--- config.mk ---
export PLATFORM = sky130hd
export DESIGN_NAME = circular_list_deque_with_search_unit
export DESIGN_NICKNAME = d
export VERILOG_FILES = /design/src/rtl/clds_pkg.sv /design/src/rtl/clds_ram.sv /design/src/rtl/circular_list_deque_with_search_unit.sv
export SDC_FILE = /design/constraint.sdc
export NUM_CORES = 1
export LEC_CHECK = 0
export BUFFER_PORTS_ARGS = -buffer_cell sky130_fd_sc_hd__buf_4
export CORE_ASPECT_RATIO = 0.8
export CORE_MARGIN = 3
export CORE_UTILIZATION = 50
export CTS_BUF_LIST = sky130_fd_sc_hd__clkbuf_16
export DETAILED_ROUTE_END_ITERATION = 8
export GPL_TIMING_DRIVEN = 0
export PLACE_DENSITY = 0.69
export SYNTH_ARGS = -nofsm -noshare
export SYNTH_HDL_FRONTEND = slang
export SYNTH_SLANG_ARGS = --single-unit
--- constraint.sdc ---
create_clock -name clk -period 12.23 [get_ports clk]
set_input_delay 2.446 -clock clk [delete_from_list [all_inputs] [get_ports clk]]
set_output_delay 2.446 -clock clk [all_outputs]
set_load 0.01 [all_outputs]
--- src/rtl/clds_pkg.sv ---
// ----------------------------------------------------------------------------
// clds_pkg
// Shared types and codes for the ring deque with key search.
// ----------------------------------------------------------------------------
package clds_pkg;

  // Payload widths fixed by the interface
  localparam int VALUE_W  = 32;
  localparam int MODE_W   = 2;
  localparam int STATUS_W = 2;
  localparam int OCOUNT_W = 5;

  // Request codes
  localparam logic [MODE_W-1:0] MODE_PUSH_HEAD = 2'd0;
  localparam logic [MODE_W-1:0] MODE_PUSH_TAIL = 2'd1;
  localparam logic [MODE_W-1:0] MODE_POP_HEAD  = 2'd2;
  localparam logic [MODE_W-1:0] MODE_SEARCH    = 2'd3;

  // Result status codes
  localparam logic [STATUS_W-1:0] ST_OK    = 2'd0;
  localparam logic [STATUS_W-1:0] ST_EMPTY = 2'd1;
  localparam logic [STATUS_W-1:0] ST_FULL  = 2'd2;

  // Sequencer states
  typedef enum logic [1:0] {
    S_IDLE,
    S_POP,
    S_SEARCH
  } state_t;

endpackage

--- src/rtl/clds_ram.sv ---
// ----------------------------------------------------------------------------
// clds_ram
// Single-port element store, synchronous write, registered read.
// ----------------------------------------------------------------------------
module clds_ram #(
  parameter  int DEPTH = 16,
  localparam int AW    = $clog2(DEPTH)
) (
  input  logic                         clk,
  input  logic                         we,
  input  logic [AW-1:0]                addr,
  input  logic [clds_pkg::VALUE_W-1:0] wdata,
  output logic [clds_pkg::VALUE_W-1:0] rdata
);

  logic [clds_pkg::VALUE_W-1:0] mem [DEPTH];

  // Write on request, read the addressed entry every cycle
  always_ff @(posedge clk) begin
    if (we) begin
      mem[addr] <= wdata;
    end
    rdata <= mem[addr];
  end

endmodule

--- src/rtl/circular_list_deque_with_search_unit.sv ---
// ----------------------------------------------------------------------------
// circular_list_deque_with_search_unit
// Bounded ring deque of signed 32-bit values with head/tail insert, head
// removal and a key search that walks the held entries.
//
//   channel  ports                                   handshake
//   -------  --------------------------------------  ---------------------
//   request  in_mode, in_value                       start && !busy
//   result   out_status, out_removed_value,          out_valid, one cycle
//            out_found, out_entry_count
//
// For inserts and refused requests the result appears the cycle after the
// item is taken, and busy stays low so the next item may follow.
// A removal does one store read of the head, then gives the result.
// A search does one store read per held entry,
// stopping at the first match.
// Reset (rst_n low, synchronous) empties the list; store contents stay as
// they were. The receiver cannot stall, so each result shows for one cycle.
// ----------------------------------------------------------------------------
module circular_list_deque_with_search_unit #(
  parameter int DEPTH = 16
) (
  input  logic                                 clk,
  input  logic                                 rst_n,
  input  logic                                 start,
  output logic                                 busy,
  input  logic        [clds_pkg::MODE_W-1:0]   in_mode,
  input  logic signed [clds_pkg::VALUE_W-1:0]  in_value,
  output logic                                 out_valid,
  output logic        [clds_pkg::STATUS_W-1:0] out_status,
  output logic signed [clds_pkg::VALUE_W-1:0]  out_removed_value,
  output logic                                 out_found,
  output logic        [clds_pkg::OCOUNT_W-1:0] out_entry_count
);

  localparam int IDX_W = $clog2(DEPTH);
  localparam int CNT_W = $clog2(DEPTH + 1);
  localparam int SUM_W = CNT_W + 1;

  clds_pkg::state_t state_r, state_nxt;

  logic [IDX_W-1:0]             head_r, head_nxt;
  logic [CNT_W-1:0]             count_r, count_nxt;
  logic [CNT_W-1:0]             k_r, k_nxt;
  logic [clds_pkg::VALUE_W-1:0] key_r, key_nxt;

  logic                          out_valid_r, out_valid_nxt;
  logic [clds_pkg::STATUS_W-1:0] out_status_r, out_status_nxt;
  logic [clds_pkg::VALUE_W-1:0]  out_removed_r, out_removed_nxt;
  logic                          out_found_r, out_found_nxt;
  logic [clds_pkg::OCOUNT_W-1:0] out_count_r, out_count_nxt;

  logic                          mem_we;
  logic [IDX_W-1:0]              mem_addr;
  logic [clds_pkg::VALUE_W-1:0]  mem_wdata;
  logic [clds_pkg::VALUE_W-1:0]  mem_rdata;

  logic                          accept;
  logic                          is_full;
  logic                          is_empty;
  logic [CNT_W-1:0]              slot_off;
  logic [SUM_W-1:0]              slot_sum;
  logic [IDX_W-1:0]              slot_idx;
  logic [IDX_W-1:0]              head_dec;
  logic [IDX_W-1:0]              head_inc;
  logic                          hit;
  logic                          walk_done;
  logic [31:0]                   count_ext;

  // Element store
  clds_ram #(.DEPTH(DEPTH)) u_ram (
    .clk   (clk),
    .we    (mem_we),
    .addr  (mem_addr),
    .wdata (mem_wdata),
    .rdata (mem_rdata)
  );

  // Request decode and ring arithmetic
  assign busy      = (state_r != clds_pkg::S_IDLE);
  assign accept    = start && !busy;
  assign is_full   = (count_r == CNT_W'(DEPTH));
  assign is_empty  = (count_r == '0);
  assign head_dec  = (head_r == '0) ? IDX_W'(DEPTH - 1) : head_r - 1'b1;
  assign head_inc  = (head_r == IDX_W'(DEPTH - 1)) ? '0 : head_r + 1'b1;
  assign hit       = (mem_rdata == key_r);
  assign walk_done = (k_r == count_r);

  // Offset from head to ring slot, wrapped by one compare and subtract
  always_comb begin
    slot_off = (state_r == clds_pkg::S_SEARCH) ? k_r : count_r;
    slot_sum = SUM_W'(head_r) + SUM_W'(slot_off);
    if (slot_sum >= SUM_W'(DEPTH)) begin
      slot_sum = slot_sum - SUM_W'(DEPTH);
    end
    slot_idx = slot_sum[IDX_W-1:0];
  end

  // Next state
  always_comb begin
    state_nxt = state_r;
    unique case (state_r)
      clds_pkg::S_IDLE: begin
        if (accept) begin
          if (in_mode == clds_pkg::MODE_POP_HEAD && !is_empty) begin
            state_nxt = clds_pkg::S_POP;
          end else if (in_mode == clds_pkg::MODE_SEARCH && !is_empty) begin
            state_nxt = clds_pkg::S_SEARCH;
          end
        end
      end
      clds_pkg::S_POP: begin
        state_nxt = clds_pkg::S_IDLE;
      end
      clds_pkg::S_SEARCH: begin
        if (hit || walk_done) begin
          state_nxt = clds_pkg::S_IDLE;
        end
      end
      default: begin
        state_nxt = clds_pkg::S_IDLE;
      end
    endcase
  end

  // Store access, pointer update and result
  always_comb begin
    mem_we          = 1'b0;
    mem_addr        = head_r;
    mem_wdata       = in_value;
    head_nxt        = head_r;
    count_nxt       = count_r;
    k_nxt           = k_r;
    key_nxt         = key_r;
    out_valid_nxt   = 1'b0;
    out_status_nxt  = clds_pkg::ST_OK;
    out_removed_nxt = '0;
    out_found_nxt   = 1'b0;
    unique case (state_r)
      clds_pkg::S_IDLE: begin
        if (accept) begin
          key_nxt = in_value;
          k_nxt   = CNT_W'(1);
          unique case (in_mode)
            clds_pkg::MODE_PUSH_HEAD: begin
              out_valid_nxt = 1'b1;
              if (is_full) begin
                out_status_nxt = clds_pkg::ST_FULL;
              end else begin
                mem_we    = 1'b1;
                mem_addr  = head_dec;
                head_nxt  = head_dec;
                count_nxt = count_r + 1'b1;
              end
            end
            clds_pkg::MODE_PUSH_TAIL: begin
              out_valid_nxt = 1'b1;
              if (is_full) begin
                out_status_nxt = clds_pkg::ST_FULL;
              end else begin
                mem_we    = 1'b1;
                mem_addr  = slot_idx;
                count_nxt = count_r + 1'b1;
              end
            end
            clds_pkg::MODE_POP_HEAD: begin
              // read the head now, finish next cycle
              if (is_empty) begin
                out_valid_nxt  = 1'b1;
                out_status_nxt = clds_pkg::ST_EMPTY;
              end
            end
            clds_pkg::MODE_SEARCH: begin
              // read offset zero now, walk on from offset one
              if (is_empty) begin
                out_valid_nxt = 1'b1;
              end
            end
            default: begin
              out_valid_nxt = 1'b0;
            end
          endcase
        end
      end
      clds_pkg::S_POP: begin
        out_valid_nxt   = 1'b1;
        out_removed_nxt = mem_rdata;
        count_nxt       = count_r - 1'b1;
        head_nxt        = (count_r == CNT_W'(1)) ? '0 : head_inc;
      end
      clds_pkg::S_SEARCH: begin
        if (hit || walk_done) begin
          out_valid_nxt = 1'b1;
          out_found_nxt = hit;
        end else begin
          mem_addr = slot_idx;
          k_nxt    = k_r + 1'b1;
        end
      end
      default: begin
        out_valid_nxt = 1'b0;
      end
    endcase
    count_ext     = 32'(count_nxt);
    out_count_nxt = count_ext[clds_pkg::OCOUNT_W-1:0];
  end

  // Control registers
  always_ff @(posedge clk) begin
    if (!rst_n) begin
      state_r     <= clds_pkg::S_IDLE;
      head_r      <= '0;
      count_r     <= '0;
      out_valid_r <= 1'b0;
    end else begin
      state_r     <= state_nxt;
      head_r      <= head_nxt;
      count_r     <= count_nxt;
      out_valid_r <= out_valid_nxt;
    end
  end

  // Payload registers
  always_ff @(posedge clk) begin
    k_r           <= k_nxt;
    key_r         <= key_nxt;
    out_status_r  <= out_status_nxt;
    out_removed_r <= out_removed_nxt;
    out_found_r   <= out_found_nxt;
    out_count_r   <= out_count_nxt;
  end

  assign out_valid         = out_valid_r;
  assign out_status        = out_status_r;
  assign out_removed_value = out_removed_r;
  assign out_found         = out_found_r;
  assign out_entry_count   = out_count_r;

`ifndef SYNTHESIS
  a_count_bound: assert property (@(posedge clk) disable iff (!rst_n)
    count_r <= CNT_W'(DEPTH))
    else $error("held count beyond depth");

  a_head_bound: assert property (@(posedge clk) disable iff (!rst_n)
    32'(head_r) < 32'(DEPTH))
    else $error("head index outside ring");

  a_empty_head: assert property (@(posedge clk) disable iff (!rst_n)
    count_r == '0 |-> head_r == '0)
    else $error("empty list with head away from zero");

  a_found_ok: assert property (@(posedge clk) disable iff (!rst_n)
    out_valid_r && out_found_r |-> out_status_r == clds_pkg::ST_OK &&
      out_removed_r == '0)
    else $error("search hit with bad status or removed value");

  a_pop_enter: assert property (@(posedge clk) disable iff (!rst_n)
    accept && in_mode == clds_pkg::MODE_POP_HEAD && !is_empty |=>
      state_r == clds_pkg::S_POP)
    else $error("removal did not enter pop state");
`endif

endmodule

; ---- Yosys cells after proc, flatten, opt, wreduce, memory -nomap -nowiden
; Memories as Yosys holds them, arrays and structs flattened. A register that Yosys moved wholly into a read port is not among the register bits.
; Index checks and enable logic that the tools add are counted.
[op_classes]
add_sub_neg = 7
mul = 0
div = 0
order_cmp = 1
n_eq_ne = 15
shift = 0
mux = 40
bitwise_logic = 0
n_reduce_logical = 20
[op_table]
columns = op, n
row1 = 4-bit two-way mux, 10
row2 = 32-bit == test, 1
row3 = 5-bit two-way mux, 6
row4 = 4-bit case mux with 2 select lines, 3
row5 = 5-bit case mux with 2 select lines, 2
row6 = 5-bit by 1-bit adder with 5-bit output (second input constant), 2
row7 = 1-bit two-way mux, 10
row8 = 2-bit two-way mux, 5
row9 = 3-bit AND reduction, 3
row10 = 2-bit case mux with 2 select lines, 2
row11 = 4-bit by 1-bit subtractor with 4-bit output (second input constant), 2
row12 = 4-bit by 5-bit adder with 6-bit output, 1
row13 = 2-bit == test (second input constant), 3
row14 = 6-bit by 5-bit >= comparator with 1-bit output (second input constant), 1
row15 = 2-bit nonzero test, 3
row16 = 5-bit by 1-bit == test with 1-bit output (second input constant), 1
row17 = 5-bit == test, 1
row18 = 5-bit == test (second input constant), 1
row19 = 5-bit zero test, 1
row20 = 5-bit by 1-bit subtractor with 5-bit output (second input constant), 1
row21 = 4-bit by 1-bit adder with 4-bit output (second input constant), 1
row22 = 2-bit by 1-bit == test with 1-bit output (second input constant), 2
row23 = 4-bit == test (second input constant), 1
row24 = 2-bit zero test, 2
row25 = 11 further kinds, 18
[word_totals]
regBits = 89
latchBits = 0
ram_bits = 512
romBits = 0
output_inout_bits = 42
memories = 1
[memory_table]
columns = name, words, word_bits, read_ports, rd_ports_with_merged_regs, write_ports, line
row1 = u_ram.mem, 16, 32, 1, 1, 1, clds_ram.sv:16  ; logic [clds_pkg::VALUE_W-1:0] mem [DEPTH];

; ---- Longest topological paths before layout
[depth]
ltp_word = 9
mapped_depth = 18
depth_no_buf = 14

; ---- Cells and area by module
; Synthesis repeated with hierarchy kept, for this count alone.
[unflattened]
hier_cells = 1189
hier_area_um2 = 23779.1
[modules_own_cells]
columns = mod, instances, cells_each, area_each_um2
row1 = clds_ram, 1, 840, 19862.8
row2 = circular_list_deque_with_search_unit, 1, 349, 3916.3

; ---- Worst setup path after synthesis
; No wires, ideal clock.
[synth_path]
path_type = in2reg
startpoint = in in_mode[1] (netlist bit)
endpoint = mem u_ram.mem[0][0] (netlist bit) (enable)
t_arrival_ps = 5624
required_time_ps = 11809
setup_slack_ps = 6184
cell_stages = 10
n_path_buf = 3
path_cell_list = nand2b_1 -> clkbuf_1 -> nor3_1 -> o21ai_1 -> o211ai_1 -> mux2i_1 -> clkbuf_1 -> buf_2 -> or4_1 -> nor2_1
[synth_via]
elab_chain_len = 7
[synth_lines]
columns = item, line
row1 = "start, declared", circular_list_deque_with_search_unit.sv:27  ; input logic [clds_pkg::MODE_W-1:0] in_mode,
row2 = 2-bit by 1-bit == test with 1-bit output or 2-bit zero test (tied branches), circular_list_deque_with_search_unit.sv:144  ; unique case (in_mode)
row3 = 2-bit OR reduction (no line), -
row4 = 1-bit two-way mux, -
row5 = 1-bit two-way mux, circular_list_deque_with_search_unit.sv:141  ; if (accept) begin
row6 = 1-bit two-way mux, circular_list_deque_with_search_unit.sv:139  ; unique case (state_r)
row7 = 1-bit two-way mux, clds_ram.sv:20  ; if (we) begin
row8 = 1-bit two-way mux (implied by the code), clds_ram.sv:21  ; mem[addr] <= wdata;
row9 = "end, declared", clds_ram.sv:16
; Several ways; a longest one is shown, not always the timed one.

; ---- Final worst setup path
[layout_path]
startpoint = in in_mode[1] (netlist bit)
endpoint = mem u_ram.mem[13][15] (netlist bit) (enable)
; The elaborated chain is that of the path after synthesis.

==> results.cfg <==
[detailed_routing]
first_iter_violations = 1332
drtAntennaViolNets = 0
wl_per_cell_um = 25.5
finalWirelength_mm = 58.0
top_layer = met4
drt-met1-wl_mm = 25.8
route.met2.wl_mm = 25.9
dr.pass1.iters = 5
drc = 0
wl_met3_mm = 5.00
num_vias = 13300
viasPerCell = 5.86

[logic_synthesis]
synth_cell_types = 55
seq_area_frac_synth_pct = 74.0
synth_async_sr_flop_share_pct = 0
yosysWarnings = 0
synth_edf_count = 549
synth_area_um2 = 24600
syn_inst = 1444
syn_nets = 1492
synth_flop_cell = edfxtp_1
avgSynthCellArea_um2 = 17.0
ys_ff_latch = 633

[timing]
finalCriticalPeriod_ns = 6.20
drv_slew = 0
post-route-period-util_pct = 50.7
finalHoldViolCount = 0
clock_skew_ns = 0.0167
setup-tns-final_ns = 0
worst_pin_slew_ns = 1.14
final-setup-viol-count = 0
finalWorstSetupSlack_ns = 6.03
fmax_mhz = 161
rsz0062_at_grt = no
relSlewSlack_pct = 24.2

[clocking]
cts_tree = done
cts_made_buffers = 59
cts_setup_buffers = 0
worst_skew_pair.late_latency_ns = 0.63
cts.sinks = 633
clk_pin_slew_ns = 0.06
h-tree-depth = 2
postCtsHoldBufs = 0
post_cts_resized = 0
clockBufferDepth = 3
clock-root-buffer = clkbuf_16

[finish]
layout-drive-gt1-share_pct = 18.5
final_cells = 2271
utilization_pct = 59.4
nNetsFinal = 1648
diodes = 0
area_growth_pct = 15.5

[placement]
pre_cts_ws_ns = 5.42
gp_congestion = 0.829
hpwl_mm = 37.2
placed_cells = 2159
io_buffers = 78

[grt]
grt_pass1_wl_mm = 85.0
grt_max_degree = 26
grt_overflow = 0
grt_pass1_vias = 13200
gr-usage-all-layers_pct = 22.6
grt_antenna_before_repair = 0

[outcome]
status = complete, no violations

[floorplan]
pin_count = 79
die_w_um = 254
die_y_um = 204
start_util_pct = 51.4
core_area_um2 = 47800
die_area_um2 = 51800
num_rows = 71

[power_and_ir_drop]
total_power_mw = 4.86
p_per_area_nw_per_um2 = 171
total_leakage_power_nw = 10.2
vdd_drop_max_mv = 0.140

[run]
max_cap_viol_count = 0

[worst_setup_path]
slowest_delay_ns = 0.81
cp.arrival_ns = 6.52
critical_path_class = input port to register
path_max_fanout = 20
crit_path_cell_trace = buf_4 -> nor2b_1 -> a21oi_1 -> nor2_1 -> o21ai_1 -> a211oi_1 -> buf_2 -> buf_2 -> buf_1 -> nand3_1 -> nor2_4 -> buf_16
cp.buffers_inverters = 5
crit_family = buffers and inverters
end_kind = register
cp_common_cell = buf_2
crit_required_ns = 12.55
cp-start-kind = input port
cp_slowest_cell = buf_1

[worst_hold_path]
min_path_type = register to register
-- synth_stat cells (2+ instances only) --
master      n  area share, %
a211oi_1    5           0.15
nor4_2      2           0.10
a31oi_1     5           0.13
o211ai_1    2          0.061
nand4_1     9           0.23
and2_1     41            1.0
a21oi_1    11           0.22
o21a_1      2          0.061
nand3b_1    2          0.061
a21o_1      4           0.12
xnor2_1    37            1.3
ha_1       10           0.51
mux2i_1   256             10
or3_1       2          0.051
nor2_1     37           0.57
nand2_1    21           0.32
buf_2      32           0.65
edfxtp_1  549             67
nor3_1      9           0.18
a22oi_1    65            2.0
nor3b_1     7           0.21
o21ai_1     4          0.082
o21ai_0    13           0.26
nor2b_1     9           0.23
nand2b_1    6           0.15
clkbuf_1   42           0.64
xor2_1     10           0.36
inv_1       9           0.14
o22a_1     31            1.1
nor4b_1     2          0.071
mux2_2     63            2.9
dfxtp_1    84            6.8
nand3_1    41           0.84
-- final timing paths --
check,start,end,slack [ns],cells after the start
setup / recovery,in_mode[1],u_ram.mem[13][15],6.03,12
hold / removal,u_ram.rdata[23],out_removed_value[23],0.48,1
setup reg to reg,key_r[21],u_ram.mem[13][15],6.09,12
hold reg to reg,u_ram.rdata[23],out_removed_value[23],0.48,1
-- where the power goes --
part	switching (mW)	leakage (nW)	internal (mW)	total, mW
combinational	0.348	3.59	0.213	0.561
sequential	0.0462	5.67	2.43	2.48
clock	0.800	0.987	1.02	1.82
total	1.19	10.2	3.67	4.86
-- placed cells by master (no fill, tap or decap), types with 11 or more instances in the layout --
master,synthesis,final
buf_2,32,32
o22a_1,31,31
mux2i_1,256,256
o21ai_0,13,13
dfxtp_1,84,84
buf_12,0,11
mux2_2,63,63
nand3_1,41,41
nor2_4,0,16
clkbuf_1,42,42
inv_1,9,19
and2_1,41,41
clkbuf_16,0,60
a22oi_1,65,65
buf_4,0,78
edfxtp_1,549,549
nand2_1,21,21
nor2_1,37,21
xnor2_1,37,37
a21oi_1,11,11
-- final cells by class --
cell class	instances	area (um2)
Fill cell	3536	19400
Sequential cell	633	18200
Multi-Input combinational cell	726	6150
Clock buffer	60	1500
Timing Repair Buffer	95	971
Tap cell	620	776
Clock inverter	52	443
Buffer	75	322
Inverter	10	37.5
-- state kept, by name, indices dropped and copies added, names as in the netlist --
register and count:
key_r 32, out_valid 1, u_ram.rdata 32, out_found 1, out_removed_value 32, k_r 5
head_r 4, out_entry_count 5, out_status 2, state_r 2, count_r 5, u_ram.mem 512
-- cell families after synthesis --
family                     after synthesis  synth area share (%)
and+or+nand+nor                        199                  4.46
AOI/OAI and AO/OA                      150                  4.50
DFF                                    633                  74.0
adders and majority gates               11                 0.591
xor gates and xnor gates                47                  1.68
buffers and inverters                   85                  1.46
muxes                                  319                  13.3
-- metal layers --
layer  track usage (%)  vias up
li1                  -     5932
met1              33.5     6739
met2              34.1      553
met3              4.75       92
met4              6.20        0
met5                 0        -
-- through the flow --
step                cell area (um2)  hold slack, ns
floorplan                     24600           0.451
global route                  28400           0.498
finish                        28400           0.478
CTS                           28400           0.481
global placement              25900           0.470
detailed placement            26400           0.466
(Power assumes the default switching activity.)
